$ cat config.mk
export PLATFORM = sky130hd
export DESIGN_NAME = pot_value_pickup_mapper_top
export DESIGN_NICKNAME = d
export VERILOG_FILES = /design/src/sv/pvpm_pkg.sv /design/src/sv/pot_value_pickup_mapper_top.sv
export SDC_FILE = /design/constraint.sdc
export NUM_CORES = 1
export LEC_CHECK = 0
export BUFFER_PORTS_ARGS = -buffer_cell sky130_fd_sc_hd__buf_2
export CELL_PAD_IN_SITES_DETAIL_PLACEMENT = 2
export CELL_PAD_IN_SITES_GLOBAL_PLACEMENT = 2
export CORE_MARGIN = 5
export CORE_UTILIZATION = 43
export CTS_CLUSTER_DIAMETER = 60
export CTS_CLUSTER_SIZE = 10
export DETAILED_ROUTE_END_ITERATION = 10
export HOLD_SLACK_MARGIN = 0.05
export PLACE_DENSITY = 0.95
export SLEW_MARGIN = 20
export SYNTH_ARGS = -nofsm -noshare
export SYNTH_HDL_FRONTEND = slang
export SYNTH_SLANG_ARGS = --single-unit
$ cat constraint.sdc
create_clock -name i_clk -period 20.1 [get_ports i_clk]
set_input_delay 4.02 -clock i_clk [delete_from_list [all_inputs] [get_ports i_clk]]
set_output_delay 4.02 -clock i_clk [all_outputs]
set_load 0.02 [all_outputs]
$ cat src/sv/pvpm_pkg.sv
// ----------------------------------------------------------------------------
// pvpm_pkg: shared types and constants of the pot value pickup mapper
// Field widths, derived arithmetic widths, register indexes and sequencer states.
// ----------------------------------------------------------------------------
package pvpm_pkg;

    localparam int SAMPLE_BITS = 12;           // ADC code width
    localparam int VAL_BITS    = 16;           // control value width
    localparam int RANGE_BITS  = 12;           // input_range register width
    localparam int EDGE_BITS   = 8;            // input_edges register width

    // sample - edges, signed
    localparam int DIFF_BITS   = SAMPLE_BITS + 1;
    // max + 1 - min, signed
    localparam int OSPAN_BITS  = VAL_BITS + 2;
    // input_range - 2 * input_edges, signed
    localparam int SPAN_BITS   = RANGE_BITS + 2;
    // |diff| * |outspan| stays below 2^(SAMPLE_BITS + 16)
    localparam int MAG_BITS    = SAMPLE_BITS + VAL_BITS;
    // signed quotient plus min_value
    localparam int SUM_BITS    = MAG_BITS + 2;
    localparam int CNT_BITS    = $clog2(MAG_BITS);

    localparam int CFG_ADDR_BITS  = 3;
    localparam int CFG_DATA_BITS  = VAL_BITS;
    localparam int IN_TDATA_BITS  = ((SAMPLE_BITS + VAL_BITS + 1 + 7) / 8) * 8;
    localparam int OUT_TDATA_BITS = ((VAL_BITS + 2 + 7) / 8) * 8;

    localparam logic signed [VAL_BITS-1:0] MIN_RST   = 16'sd0;
    localparam logic signed [VAL_BITS-1:0] MAX_RST   = 16'sd1023;
    localparam logic [RANGE_BITS-1:0]      RANGE_RST = 12'd1023;
    localparam logic [EDGE_BITS-1:0]       EDGES_RST = 8'd5;

    typedef enum logic [CFG_ADDR_BITS-1:0] {
        CFG_MIN_VALUE   = 3'd0,
        CFG_MAX_VALUE   = 3'd1,
        CFG_PICKUP_MODE = 3'd2,
        CFG_INPUT_RANGE = 3'd3,
        CFG_INPUT_EDGES = 3'd4
    } t_cfg_idx;

    typedef enum logic [2:0] {
        ST_IDLE,
        ST_MUL,
        ST_DIV,
        ST_FIX,
        ST_MAP
    } t_state;

endpackage

$ cat src/sv/pot_value_pickup_mapper_top.sv
// ----------------------------------------------------------------------------
// pot_value_pickup_mapper_top: potentiometer mapper with soft takeover
// Maps each ADC sample onto [min_value, max_value] through one shared
// multiplier and a bit-serial divider, and tracks pickup of the stored value.
// ----------------------------------------------------------------------------
//
//  channel   direction  signals                        contents
//  s_axis    in         tvalid/tready/tdata/tuser      one sample word (+ optional set)
//  m_axis    out        tvalid/tready/tdata            value, changed, active
//  cfg       in         cfg_we/cfg_addr/cfg_wdata      min, max, pickup, range, edges
//
//  A sample mapping runs one multiply step, MAG_BITS (28) divider steps
//  at one quotient bit per cycle, one fix-up step for sign, offset and clamp,
//  and one update step. The next word is taken only after the update step
//  of the last one; a word in pickup mode, control not yet following, maps the
//  previous sample too. Input is ready only in idle; a full output register
//  holds the update step until it drains. Synchronous active-low reset
//  restores the register defaults and clears stored value, follow flag and
//  previous sample.
//
module pot_value_pickup_mapper_top (
    input  logic                                   i_clk,
    input  logic                                   i_rst_n,
    // s_axis: tdata = sample[11:0], new_value[27:12], reset_pickup[28], zeros
    input  logic                                   i_s_axis_tvalid,
    output logic                                   o_s_axis_tready,
    input  logic [pvpm_pkg::IN_TDATA_BITS-1:0]     i_s_axis_tdata,
    // s_axis: tuser = kind[0]
    input  logic                                   i_s_axis_tuser,
    // m_axis: tdata = value[15:0], changed[16], active[17], zeros
    output logic                                   o_m_axis_tvalid,
    input  logic                                   i_m_axis_tready,
    output logic [pvpm_pkg::OUT_TDATA_BITS-1:0]    o_m_axis_tdata,
    // configuration write port
    input  logic                                   i_cfg_we,
    input  logic [pvpm_pkg::CFG_ADDR_BITS-1:0]     i_cfg_addr,
    input  logic [pvpm_pkg::CFG_DATA_BITS-1:0]     i_cfg_wdata
);

    localparam int SB = pvpm_pkg::SAMPLE_BITS;
    localparam int VB = pvpm_pkg::VAL_BITS;
    localparam int RB = pvpm_pkg::RANGE_BITS;
    localparam int EB = pvpm_pkg::EDGE_BITS;
    localparam int DB = pvpm_pkg::DIFF_BITS;
    localparam int OB = pvpm_pkg::OSPAN_BITS;
    localparam int PB = pvpm_pkg::SPAN_BITS;
    localparam int MB = pvpm_pkg::MAG_BITS;
    localparam int XB = pvpm_pkg::SUM_BITS;
    localparam int CB = pvpm_pkg::CNT_BITS;

    // clamp a wide signed value to [min, max], low limit checked first
    function automatic logic signed [VB-1:0] clamp_val(
        input logic signed [XB-1:0] v,
        input logic signed [VB-1:0] lo,
        input logic signed [VB-1:0] hi
    );
        logic signed [XB-1:0] lo_x;
        logic signed [XB-1:0] hi_x;
        lo_x = XB'(lo);
        hi_x = XB'(hi);
        if (v < lo_x) begin
            return lo;
        end else if (v > hi_x) begin
            return hi;
        end
        return v[VB-1:0];
    endfunction

    // ---------------- configuration registers ----------------
    logic signed [VB-1:0] r_min_value;
    logic signed [VB-1:0] r_max_value;
    logic                 r_pickup_mode;
    logic [RB-1:0]        r_input_range;
    logic [EB-1:0]        r_input_edges;

    always_ff @(posedge i_clk) begin
        if (!i_rst_n) begin
            r_min_value   <= pvpm_pkg::MIN_RST;
            r_max_value   <= pvpm_pkg::MAX_RST;
            r_pickup_mode <= 1'b0;
            r_input_range <= pvpm_pkg::RANGE_RST;
            r_input_edges <= pvpm_pkg::EDGES_RST;
        end else if (i_cfg_we) begin
            unique case (pvpm_pkg::t_cfg_idx'(i_cfg_addr))
                pvpm_pkg::CFG_MIN_VALUE:   r_min_value   <= i_cfg_wdata;
                pvpm_pkg::CFG_MAX_VALUE:   r_max_value   <= i_cfg_wdata;
                pvpm_pkg::CFG_PICKUP_MODE: r_pickup_mode <= i_cfg_wdata[0];
                pvpm_pkg::CFG_INPUT_RANGE: r_input_range <= i_cfg_wdata[RB-1:0];
                pvpm_pkg::CFG_INPUT_EDGES: r_input_edges <= i_cfg_wdata[EB-1:0];
                default: ;  // unknown index: drop the write
            endcase
        end
    end

    // ---------------- input unpack ----------------
    logic [SB-1:0]        w_in_sample;
    logic signed [VB-1:0] w_in_new_value;
    logic                 w_in_reset_pickup;
    logic                 w_in_kind;

    assign w_in_sample       = i_s_axis_tdata[SB-1:0];
    assign w_in_new_value    = i_s_axis_tdata[SB+VB-1:SB];
    assign w_in_reset_pickup = i_s_axis_tdata[SB+VB];
    assign w_in_kind         = i_s_axis_tuser;

    // ---------------- sequencer ----------------
    pvpm_pkg::t_state r_state;
    pvpm_pkg::t_state n_state;

    logic w_accept;
    logic w_commit;     // final update cycle writes state and output register
    logic r_prev_pass;  // current mapping is the previous sample

    logic [CB-1:0] r_cnt;

    always_ff @(posedge i_clk) begin
        if (!i_rst_n) begin
            r_state <= pvpm_pkg::ST_IDLE;
        end else begin
            r_state <= n_state;
        end
    end

    always_comb begin
        n_state         = r_state;
        o_s_axis_tready = 1'b0;
        w_commit        = 1'b0;
        unique case (r_state)
            pvpm_pkg::ST_IDLE: begin
                o_s_axis_tready = 1'b1;
                if (i_s_axis_tvalid) begin
                    n_state = pvpm_pkg::ST_MUL;
                end
            end
            pvpm_pkg::ST_MUL: begin
                n_state = pvpm_pkg::ST_DIV;
            end
            pvpm_pkg::ST_DIV: begin
                if (r_cnt == '0) begin
                    n_state = pvpm_pkg::ST_FIX;
                end
            end
            pvpm_pkg::ST_FIX: begin
                n_state = pvpm_pkg::ST_MAP;
            end
            pvpm_pkg::ST_MAP: begin
                if (r_prev_pass) begin
                    n_state = pvpm_pkg::ST_MUL;
                end else if (!o_m_axis_tvalid || i_m_axis_tready) begin
                    w_commit = 1'b1;
                    n_state  = pvpm_pkg::ST_IDLE;
                end
            end
            default: n_state = pvpm_pkg::ST_IDLE;
        endcase
    end

    assign w_accept = o_s_axis_tready && i_s_axis_tvalid;

    // ---------------- item registers and control state ----------------
    logic [SB-1:0]        r_sample;
    logic [SB-1:0]        r_prev_sample;
    logic signed [VB-1:0] r_stored;
    logic                 r_follow;
    logic signed [VB-1:0] r_map_a;     // mapped previous sample
    logic signed [VB-1:0] r_map;       // result of the latest mapping

    // set path on accept: clamp the new value, drop follow on request
    logic                 w_follow_set;
    logic signed [VB-1:0] w_set_value;

    assign w_follow_set = r_follow &&
                          !(w_in_kind && w_in_reset_pickup && r_pickup_mode);
    assign w_set_value  = clamp_val(XB'(w_in_new_value), r_min_value, r_max_value);

    // update decision in the final cycle
    logic                 w_cross;
    logic                 w_follow_n;
    logic                 w_use;
    logic                 w_changed;

    assign w_cross    = ((r_map_a < r_stored) && (r_map >= r_stored)) ||
                        ((r_map_a > r_stored) && (r_map <= r_stored));
    assign w_follow_n = r_follow || (r_pickup_mode && w_cross);
    assign w_use      = w_follow_n || !r_pickup_mode;
    assign w_changed  = w_use && (r_map != r_stored);

    always_ff @(posedge i_clk) begin
        if (!i_rst_n) begin
            r_stored      <= '0;
            r_follow      <= 1'b0;
            r_prev_sample <= '0;
            r_prev_pass   <= 1'b0;
        end else if (w_accept) begin
            r_sample    <= w_in_sample;
            r_follow    <= w_follow_set;
            // map the previous sample first only while waiting for pickup
            r_prev_pass <= r_pickup_mode && !w_follow_set;
            if (w_in_kind) begin
                r_stored <= w_set_value;
            end
        end else if (r_state == pvpm_pkg::ST_MAP && r_prev_pass) begin
            r_map_a     <= r_map;
            r_prev_pass <= 1'b0;
        end else if (w_commit) begin
            r_follow      <= w_follow_n;
            r_prev_sample <= r_sample;
            if (w_changed) begin
                r_stored <= r_map;
            end
        end
    end

    // ---------------- shared multiply / divide unit ----------------
    logic [SB-1:0]            w_sel;
    logic signed [DB-1:0]     w_diff;
    logic signed [OB-1:0]     w_ospan;
    logic signed [DB-1:0]     w_diff_neg;
    logic signed [OB-1:0]     w_ospan_neg;
    logic [SB-1:0]            w_diff_mag;
    logic [OB-2:0]            w_ospan_mag;
    logic [SB+OB-2:0]         w_prod;
    logic signed [PB-1:0]     w_span;
    logic                     w_span_pos;
    logic [RB-1:0]            w_span_u;
    logic [RB:0]              w_shift;
    logic [RB:0]              w_sub;
    logic                     w_ge;

    logic [MB-1:0]            r_dvd;   // dividend, shifts into quotient
    logic [RB-1:0]            r_rem;
    logic                     r_neg;

    assign w_sel       = r_prev_pass ? r_prev_sample : r_sample;
    assign w_diff      = $signed({1'b0, w_sel}) -
                         $signed({{(DB-EB){1'b0}}, r_input_edges});
    assign w_ospan     = OB'(r_max_value) + OB'(1) - OB'(r_min_value);
    assign w_diff_neg  = -w_diff;
    assign w_ospan_neg = -w_ospan;
    assign w_diff_mag  = w_diff[DB-1] ? w_diff_neg[SB-1:0] : w_diff[SB-1:0];
    assign w_ospan_mag = w_ospan[OB-1] ? w_ospan_neg[OB-2:0] : w_ospan[OB-2:0];
    assign w_prod      = w_diff_mag * w_ospan_mag;

    assign w_span      = $signed({2'b00, r_input_range}) -
                         $signed({{(PB-EB-1){1'b0}}, r_input_edges, 1'b0});
    assign w_span_pos  = !w_span[PB-1] && (w_span != '0);
    assign w_span_u    = w_span[RB-1:0];

    assign w_shift     = {r_rem, r_dvd[MB-1]};
    assign w_ge        = w_shift >= {1'b0, w_span_u};
    assign w_sub       = w_shift - {1'b0, w_span_u};

    // fix-up: sign, offset, empty window, clamp
    logic signed [XB-1:0] w_q;
    logic signed [XB-1:0] w_qs;
    logic signed [XB-1:0] w_v;

    assign w_q  = $signed({2'b00, r_dvd});
    assign w_qs = r_neg ? -w_q : w_q;
    assign w_v  = w_span_pos ? (w_qs + XB'(r_min_value)) : XB'(r_min_value);

    always_ff @(posedge i_clk) begin
        if (!i_rst_n) begin
            r_cnt <= '0;
        end else begin
            unique case (r_state)
                pvpm_pkg::ST_MUL: begin
                    r_cnt <= CB'(MB - 1);
                end
                pvpm_pkg::ST_DIV: begin
                    r_cnt <= r_cnt - CB'(1);
                end
                default: ;
            endcase
        end
    end

    always_ff @(posedge i_clk) begin
        unique case (r_state)
            pvpm_pkg::ST_MUL: begin
                // magnitude product, bounded below 2^MAG_BITS
                r_dvd <= w_prod[MB-1:0];
                r_neg <= w_diff[DB-1] ^ w_ospan[OB-1];
                r_rem <= '0;
            end
            pvpm_pkg::ST_DIV: begin
                // one restoring step: one quotient bit
                r_rem <= w_ge ? w_sub[RB-1:0] : w_shift[RB-1:0];
                r_dvd <= {r_dvd[MB-2:0], w_ge};
            end
            pvpm_pkg::ST_FIX: begin
                r_map <= clamp_val(w_v, r_min_value, r_max_value);
            end
            default: ;
        endcase
    end

    // ---------------- output register ----------------
    logic signed [VB-1:0] r_out_value;
    logic                 r_out_changed;
    logic                 r_out_active;
    logic                 r_out_valid;

    always_ff @(posedge i_clk) begin
        if (!i_rst_n) begin
            r_out_valid <= 1'b0;
        end else if (w_commit) begin
            r_out_valid <= 1'b1;
        end else if (i_m_axis_tready) begin
            r_out_valid <= 1'b0;
        end
    end

    always_ff @(posedge i_clk) begin
        if (w_commit) begin
            r_out_value   <= w_changed ? r_map : r_stored;
            r_out_changed <= w_changed;
            r_out_active  <= w_use;
        end
    end

    assign o_m_axis_tvalid = r_out_valid;
    assign o_m_axis_tdata  = {{(pvpm_pkg::OUT_TDATA_BITS-VB-2){1'b0}},
                              r_out_active, r_out_changed, r_out_value};

    // ---------------- assertions ----------------
    a_accept_starts_mul: assert property (@(posedge i_clk) disable iff (!i_rst_n)
        w_accept |=> (r_state == pvpm_pkg::ST_MUL))
        else $error("accepted word did not start the multiply step");

    a_mul_loads_div: assert property (@(posedge i_clk) disable iff (!i_rst_n)
        (r_state == pvpm_pkg::ST_MUL) |=>
            (r_state == pvpm_pkg::ST_DIV) && (r_cnt == CB'(MB - 1)))
        else $error("divider not started with full step count");

    a_prev_pass_loops: assert property (@(posedge i_clk) disable iff (!i_rst_n)
        (r_state == pvpm_pkg::ST_MAP && r_prev_pass) |=>
            (r_state == pvpm_pkg::ST_MUL) && !r_prev_pass)
        else $error("previous-sample pass did not return for the current sample");

    a_out_from_map: assert property (@(posedge i_clk) disable iff (!i_rst_n)
        $rose(o_m_axis_tvalid) |-> $past(r_state == pvpm_pkg::ST_MAP))
        else $error("result appeared outside the update step");

endmodule
==> results of run 1 <==
[worst register-to-register path: cells and delay by family, from the launching register on]
| family | cells | cell delay, ns |
|---|---|---|
| adders and majority gates | 8 | 3.92 |
| and+or+nand+nor | 10 | 2.90 |
| AOI/OAI and AO/OA | 9 | 2.36 |
| DFF | 1 | 1.07 |
| xor gates and xnor gates | 1 | 0.84 |
| muxes | 1 | 0.32 |
| buffers and inverters | 3 | 0.24 |
[cell usage in the layout (no fill, tap or decap), types with 53 or more instances in the layout]
cell type  netlist  layout
inv_1          313     312
a21oi_1        107     107
xnor2_1         85      85
o21ai_0        140     140
buf_2            9      73
ha_1           280     280
edfxtp_1       103     103
nor2_1         170     169
fa_1           154     154
dfxtp_1         92      92
nand2_1        369     368
a21boi_0        53      53
[per-stage QoR]
step	util, %	instances	hold WS [ns]	area, um^2
2_1_floorplan	-	2602	0.440	22400
3_3_place_gp	45.6	3301	0.449	23500
3_5_place_dp	45.6	3301	0.466	23500
4_1_cts	46.9	3333	0.487	24100
5_1_grt	47.0	3333	0.522	24100
6_report	47.0	3334	0.503	24100
[synth_stat cells (7+ instances only)]
cell       count
nand4_1       28
nor3_1        29
and3_1        12
a21o_1        42
fa_1         154
nor4_1         9
nand3_1       46
mux2i_1       32
a21oi_1      107
or2_2         10
a21boi_0      53
and2_1        27
dfxtp_1       92
inv_1        313
clkbuf_1      57
a221o_1       19
nand2_1      369
a2bb2oi_1     15
a211oi_1       9
nor2b_1       32
o21ai_0      140
mux2_2        15
o31ai_1       21
xor2_1        47
buf_4         10
xnor2_1       85
o21a_1        26
o211ai_1      19
o21bai_1      12
ha_1         280
o41ai_1        7
edfxtp_1     103
nor2_1       170
buf_2          9
a31oi_1       11
or3_1         16
o2bb2ai_1     19
nand2b_1      42
[flip-flops by register name (all words and copies together), names as in the netlist, 16 cells and up]
register / count
r_map: 16
r_stored: 16
r_map_a: 16
r_dvd: 28
r_out_value: 16
r_max_value: 16
r_min_value: 16
[cell families (layout without fill, tap and decap cells)]
kind of cell,Yosys count,in the layout,synth area share [%]
other cells,1,7,0.0168
simple gates,835,835,17.4
xor+xnor,132,132,5.17
mux,47,47,2.19
fa+ha+maj,434,434,29.5
flops,195,195,22.1
compound gates,559,559,16.8
buf+inv,394,445,6.87
[layer usage]
| layer | share of wire (%) | up-vias |
|---|---|---|
| li1 | - | 8980 |
| met1 | 33 | 11139 |
| met2 | 48 | 1437 |
| met3 | 7.7 | 774 |
| met4 | 10 | 4 |
| met5 | 0.020 | - |
[cell type report]
type / count / area (um^2)
clock buffer: 18 / 439
tap: 680 / 851
fill: 5626 / 27300
timing repair buffer: 99 / 561
inverter: 314 / 1180
multi-input combinational: 2013 / 16000
sequential: 195 / 4930
antenna: 1 / 2.50
clock inverter: 14 / 220
[worst paths after layout]
kind,start,slack [ns],to
setup reg to reg,r_prev_pass,8.24,r_dvd[27]
hold / removal,r_input_edges[6],0.50,r_input_edges[6]
hold reg to reg,r_input_edges[6],0.50,r_input_edges[6]
setup / recovery,r_prev_pass,8.24,r_dvd[27]
==> results.py, run 1 <==
metrics = {
    "status": {
        "outcome": "complete, no violations",
    },
    "clocking": {
        "cts_resized": 0,
        "clock-sinks": 195,
        "post-cts-setup-buffers": 0,
        "cts_tree": "built",
        "clk_pin_slew_ns": 0.10,
        "htreeDepth": 4,
        "cts_hold_buf": 0,
        "cts_inserted_buffers": 17,
        "clk_latency_ns": 0.53,
        "cts.path.max_buffers": 2,
        "cts_root_buf": "clkbuf_16",
    },
    "setup_path": {
        "worstSetupPathType": "flop to flop",
        "cpMaxStageDelayCell": "dfxtp_1",
        "crit_fanout": 21,
        "r2r_cells": 32,
        "critPathTopFamily": "adder cells",
        "worstSetupStartpointType": "flop",
        "slowest_delay_ns": 1.07,
        "path_depth": 32,
        "worst-path-buf-inv": 3,
        "cp.required_ns": 20.42,
        "arrival_ns": 12.18,
        "timing.critical_path.mode_cell": "fa_1",
        "end_kind": "flop",
    },
    "sta": {
        "worst_slew_pin_slew_ns": 1.19,
        "drv_slew": 0,
        "rsz0062_at_grt": "false",
        "setup_violations": 0,
        "period_share_pct": 59.0,
        "relSlewSlack_pct": 20.3,
        "min_period_ns": 11.86,
        "max_freq_mhz": 84.3,
        "finClkSkew_ns": 0.0298,
        "finalHoldViolations": 0,
        "finalSetupTns_ns": 0,
        "fin_ws_ns": 8.24,
    },
    "floorplanning": {
        "die_h_um": 238,
        "fp.dieW_um": 238,
        "initial_core_util_pct": 43.5,
        "ios": 83,
        "rows": 83,
        "fp.coreArea_um2": 51400,
        "dieArea_um2": 56600,
    },
    "yosys": {
        "ys_types": 100,
        "synth_top_area_share_pct": 15.7,
        "netlist_area_um2": 22400,
        "synth_edf_count": 103,
        "synth_area_per_cell_um2": 8.61,
        "yosys_warnings": 0,
        "synth_top_cell_by_area": "ha_1",
        "synthTopCellsByArea": "ha_1, edfxtp_1, fa_1",
        "ys_ff_latch": 195,
        "syn_inst": 2597,
        "synth.yosys.seq_area_share_pct": 22.1,
        "ys.flop_type": "edfxtp_1",
        "async_reset_ff_share_pct": 0,
    },
    "flow_run": {
        "max-cap-violations": 0,
    },
    "detailed_routing": {
        "drt_iter0_drc": 1844,
        "vias": 22334,
        "postRouteAntennaNets": 0,
        "drt_first_pass_iters": 5,
        "vias_per_cell": 6.70,
        "drt_wl_total_mm": 113,
        "drc_errors": 0,
        "wl_per_cell_um": 34.0,
    },
    "grt": {
        "antenna_found_initial": 4,
        "grt_pass1_vias": 25507,
        "grtUsageMet2_pct": 67.3,
        "grt_usage_pct": 38.3,
        "grt_max_degree": 80,
        "grtUsageMet1_pct": 39.3,
        "overflow": 0,
        "busiest_layer": "met2",
        "use_met3_pct": 8.41,
        "grt_pass1_wl_mm": 164,
    },
    "cells_and_area": {
        "nets": 3131,
        "area_growth_pct": 8.00,
        "layout-drive-gt1-share_pct": 7.31,
    },
    "placement": {
        "dp_slack_ns": 9.12,
        "io_buffers": 73,
        "place_congestion": 0.974,
        "hpwl_mm": 77.4,
    },
    "hold_path": {
        "hp-class": "flop to flop",
        "min_path_cells": 2,
    },
}
Power of run 1 is left out: the tool's default activity adds up to more than one toggle a clock period on the data nets, which glitch-free logic cannot reach.
==> inputs of run 2 (changes only) <==
CORE_UTILIZATION = 40   (was 43)
PLACE_DENSITY = 0.93   (was 0.95)
clock period = 11.8 ns   (was 20.1 ns; I/O delays follow)
==> run 2 against run 1 <==
Against the previous run: cell area increased by 0.13%; sequential share of layout area about the same; hold slack improved by 0.0038 ns; core utilization decreased by 3.2 points; count of clock-buffer cells in the layout decreased by 1; clock skew decreased by 0.0015 ns; register-to-register slack got worse by 7.6 ns; fmax increased by 5.8%; setup slack got worse by 7.6 ns; routed wire length decreased by 9.0%; largest cell class unchanged; global-route usage decreased by 4.7 points; sequential cell count unchanged.
==> results.py, run 2 (same netlist as run 1, synthesis figures left out) <==
metrics = {
    "detailed_routing": {
        "vias_per_cell": 6.29,
        "wl_per_cell_um": 30.3,
        "drc_errors": 0,
        "vias": 21412,
        "drt_first_pass_iters": 5,
        "postRouteAntennaNets": 0,
        "drt_iter0_drc": 1362,
        "drt_wl_total_mm": 103,
    },
    "sta": {
        "setup_violations": 0,
        "finalSetupTns_ns": 0,
        "drv_slew": 0,
        "min_period_ns": 11.21,
        "max_freq_mhz": 89.2,
        "worst_slew_pin_slew_ns": 1.21,
        "period_share_pct": 95.0,
        "finalHoldViolations": 0,
        "finClkSkew_ns": 0.0283,
        "relSlewSlack_pct": 18.7,
        "rsz0062_at_grt": "false",
    },
    "setup_path": {
        "cpMaxStageDelayCell": "dfxtp_1",
        "cp.required_ns": 12.03,
        "timing.critical_path.mode_cell": "fa_1",
        "critPathLaunch": "r_prev_pass",
        "slowest_delay_ns": 1.04,
        "worstSetupPathType": "flop to flop",
        "arrival_ns": 11.44,
        "crit_fanout": 21,
        "worstSetupStartpointType": "flop",
        "end_kind": "flop",
        "r2r-start": "r_prev_pass",
    },
    "floorplanning": {
        "initial_core_util_pct": 40.5,
        "fp.coreArea_um2": 55200,
        "rows": 86,
        "fp.dieW_um": 246,
        "die_h_um": 246,
        "dieArea_um2": 60700,
        "ios": 83,
    },
    "clocking": {
        "clock-sinks": 195,
        "cts_hold_buf": 0,
        "cts_resized": 0,
        "cts_inserted_buffers": 17,
        "htreeDepth": 4,
        "cts_root_buf": "clkbuf_16",
        "cts_tree": "built",
        "post-cts-setup-buffers": 0,
        "clk_latency_ns": 0.51,
        "cts.path.max_buffers": 2,
        "clk_pin_slew_ns": 0.09,
    },
    "grt": {
        "grt_max_degree": 80,
        "grt_usage_pct": 33.6,
        "antenna_found_initial": 0,
        "grt_pass1_vias": 24784,
        "overflow": 0,
        "grt_pass1_wl_mm": 155,
    },
    "cells_and_area": {
        "largest_reg_flops": 28,
        "final_cell_mix": "nand2_1, inv_1, ha_1",
        "ff_latch_area_um2": 4930,
        "final_common_cell": "nand2_1",
        "layout-drive-gt1-share_pct": 7.26,
        "nets": 3135,
        "num_antenna_cells": 0,
        "area_growth_pct": 8.15,
        "fillers": 6115,
        "max_flop_register": "r_dvd",
        "multiInputGateArea_um2": 15900,
    },
    "placement": {
        "io_buffers": 73,
        "place_congestion": 0.927,
        "hpwl_mm": 75.2,
    },
    "hold_path": {
        "worstHoldStart": "r_prev_sample[10]",
        "hp-class": "flop to flop",
    },
    "flow_run": {
        "max-cap-violations": 0,
    },
    "status": {
        "outcome": "complete, no violations",
    },
}
==> run 2: cell types whose count changed in the layout (fill, tap and decap cells not counted), sizes merged <==
cell | before | now
clkbuf | 18 | 17
diode | 1 | 0
bufinv | 1 | 0
clkinvlp | 1 | 2
buf | 99 | 103
clkinv | 7 | 8
==> run 2: path summary, 6_finish.rpt <==
kind	endpoint	slack [ns]	depth (start not counted)
setup / recovery	r_dvd[19]	0.59	31
setup reg to reg	r_dvd[19]	0.59	31
hold reg to reg	r_prev_sample[10]	0.51	2
hold / removal	r_prev_sample[10]	0.51	2
==> run 2: area by class of cell <==
class	instances	share of cell area (%)
inverters	314	4.88
clock inverters	15	0.688
clock buffers	17	1.76
repair buffers	103	2.44
well taps	748	3.87
multi-input cells	2013	66.0
flip-flops and latches	195	20.4
==> run 2: critical path: cells and delay by family (launching register included) <==
kind | cells | cell delay (ns)
AO/OA/AOI/OAI | 8 | 1.67
buffers and inverters | 3 | 0.25
multiplexers | 1 | 0.37
XOR/XNOR | 2 | 1.14
flip-flops | 1 | 1.04
adder cells (fa/ha/maj) | 8 | 3.70
AND/OR/NAND/NOR | 9 | 2.74
==> run 2: layer usage <==
layer	global-route usage, %	vias up	share of wire, %	routed length [um]
li1	-	8996	-	-
met1	36.1	10986	36	37400
met2	60.5	962	50	51900
met3	5.36	468	5.3	5440
met4	22.9	0	8.1	8400
met5	0	-	0	0
==> run 2: per-stage QoR <==
step	worst slack [ns]	util [%]	cells	cell area (um^2)	hold slack [ns]
final	0.591	43.8	3405	24200	0.507
after detailed placement	1.02	42.7	3373	23600	0.475
after floorplan	2.71	-	2602	22400	0.440
after CTS	0.734	43.8	3405	24200	0.505
after global routing	0.307	43.8	3405	24200	0.527
after global placement	1.89	42.7	3373	23600	0.449
Power of run 2 is left out for the same reason.
==> inputs of run 3 (changes only) <==
ABC_AREA = 1   (was not set)
CORE_MARGIN = 10   (was 5)
CORE_UTILIZATION = 38   (was 40)
==> run 3 against run 2 <==
Against the previous run: via count increased by 6.2%; hold slack worse by 0.0026 ns; count of clock-buffer cells in the layout is the same; global-route usage is 4.9 points lower; area after synthesis up 3.5%; routed wire length fell by 1.5%; core utilization down 2.7 points; first-iteration DRC count shrank 6.0%; die area up 17%; fmax increased by 7.1%; clock skew is 0.0080 ns lower; critical path type unchanged; largest cell class unchanged.
==> results.py, run 3 <==
metrics = {
    "status": {
        "outcome": "complete, no violations",
    },
    "placement": {
        "hpwl_mm": 83.0,
        "io_buffers": 73,
        "place_congestion": 0.927,
    },
    "cells_and_area": {
        "nets": 3598,
        "layout-drive-gt1-share_pct": 6.99,
        "final_cell_mix": "nand2_1, inv_1, ha_1",
        "area_growth_pct": 7.20,
        "max_flop_register": "r_dvd",
        "largest_reg_flops": 28,
        "final_common_cell": "nand2_1",
        "fillers": 7145,
    },
    "setup_path": {
        "r2r-start": "r_max_value[1]",
        "critPathTopFamily": "adder cells",
        "worst-path-buf-inv": 7,
        "end_kind": "flop",
        "arrival_ns": 10.82,
        "cpMaxStageDelayCell": "o21ai_0",
        "worstSetupStartpointType": "flop",
        "slowest_delay_ns": 0.87,
        "worstSetupPathType": "flop to flop",
        "critPathLaunch": "r_max_value[1]",
        "cp.required_ns": 12.15,
        "timing.critical_path.mode_cell": "nand2_1",
        "crit_fanout": 21,
    },
    "clocking": {
        "cts.path.max_buffers": 2,
        "cts_resized": 0,
        "clk_pin_slew_ns": 0.08,
        "cts_hold_buf": 0,
        "cts_tree": "built",
        "cts_root_buf": "clkbuf_16",
        "post-cts-setup-buffers": 0,
        "clock-sinks": 195,
        "cts_inserted_buffers": 17,
        "htreeDepth": 4,
        "clk_latency_ns": 0.53,
    },
    "yosys": {
        "synth_top_cell_by_area": "ha_1",
        "netlist_area_um2": 23100,
        "syn_inst": 3081,
        "ys.flop_type": "edfxtp_1",
        "yosysMostFrequentCell": "nand2_1",
        "synth.yosys.seq_area_share_pct": 21.3,
        "synth_commonest_cells": "nand2_1, inv_1, ha_1, nor2_1, a21oi_1",
        "ys_types": 64,
        "async_reset_ff_share_pct": 0,
        "yosys_warnings": 0,
        "synth_top_area_share_pct": 15.1,
        "ys_ff_latch": 195,
        "synth_edf_count": 103,
        "synth_area_per_cell_um2": 7.51,
        "synthTopCellsByArea": "ha_1, edfxtp_1, fa_1",
    },
    "sta": {
        "max_freq_mhz": 95.5,
        "finalHoldViolations": 0,
        "holdWs_ns": 0.504,
        "finalSetupTns_ns": 0,
        "min_period_ns": 10.47,
        "drv_slew": 0,
        "rsz0062_at_grt": "false",
        "relSlewSlack_pct": 26.7,
        "finClkSkew_ns": 0.0203,
        "setup_violations": 0,
        "period_share_pct": 88.7,
        "worst_slew_pin_slew_ns": 1.10,
    },
    "detailed_routing": {
        "drt_first_pass_iters": 5,
        "drt_iter0_drc": 1280,
        "vias": 22744,
        "drc_errors": 0,
        "postRouteAntennaNets": 0,
        "drt_wl_total_mm": 102,
        "wl_per_cell_um": 26.0,
        "vias_per_cell": 5.83,
    },
    "floorplanning": {
        "die_h_um": 267,
        "fp.coreArea_um2": 60400,
        "fp.dieW_um": 267,
        "rows": 90,
        "ios": 83,
        "initial_core_util_pct": 38.3,
        "dieArea_um2": 71200,
    },
    "grt": {
        "grt_pass1_vias": 26590,
        "overflow": 0,
        "antenna_found_initial": 2,
        "grt_max_degree": 67,
        "grt_pass1_wl_mm": 157,
        "grt_usage_pct": 28.7,
    },
    "hold_path": {
        "worstHoldStart": "r_stored[15]",
        "hp-class": "flop to flop",
    },
    "flow_run": {
        "max-cap-violations": 0,
    },
}
-- run 3: cell types whose count changed in the layout (fill, tap and decap cells not counted), moves of 35 or more --
cell	previous run	this run
nand2b_1	42	0
a21oi_1	107	199
a21boi_0	53	3
xnor2_1	85	37
nor2_1	169	204
inv_1	312	513
nand3_1	46	194
nand2_1	368	680
-- run 3: area by class of cell --
cell class	instances	area [um^2]	share of cell area, %
antenna	1	2.50	0.0101
timing repair buffer	90	495	2.00
clock inverter	15	180	0.726
multi-input combinational	2273	15800	63.7
sequential	195	4930	19.9
tap	782	978	3.94
clock buffer	17	425	1.72
inverter	530	1990	8.03
-- run 3: worst min-delay path: cells and delay by family, from the launching register on --
kind / cells / cell delay [ns]
flip-flops: 1 / 0.33
AND/OR/NAND/NOR: 1 / 0.07
AO/OA/AOI/OAI: 1 / 0.06
-- run 3: kinds of logic (layout without fill, tap and decap cells) --
family                     after synthesis  after routing  share of synthesized area (%)
AOI/OAI and AO/OA                      469            469                           11.3
xor gates and xnor gates               114            114                           4.57
adders and majority gates              434            434                           28.5
buffers and inverters                  618            652                           10.6
DFF                                    195            195                           21.3
muxes                                    4              4                          0.173
other                                    1              7                         0.0162
and+or+nand+nor                       1246           1246                           23.5
-- run 3: metal layers --
metal	track usage (%)	vias up	share of wire, %
li1	-	10056	-
met1	29.1	11534	36
met4	20.6	0	7.7
met3	5.05	423	4.5
met5	0	-	0
met2	52.5	731	52
-- run 3: metrics by stage --
step | std cells | worst slack, ns | cell area, um^2 | util, %
after global placement | 3870 | 2.61 | 24200 | 40.1
after detailed placement | 3870 | 1.84 | 24200 | 40.1
final | 3903 | 1.33 | 24800 | 41.1
after global routing | 3903 | 0.842 | 24800 | 41.1
after CTS | 3902 | 1.63 | 24800 | 41.1
after floorplan | 3086 | 4.03 | 23200 | -
-- run 3: worst paths after layout --
path | to | slack (ns) | depth (start not counted)
worst min register to register | r_stored[15] | 0.50 | 2
worst min-delay path | r_stored[15] | 0.50 | 2
worst max register to register | r_dvd[20] | 1.33 | 38
worst max-delay path | r_dvd[20] | 1.33 | 38
Power of run 3 is left out for the same reason.
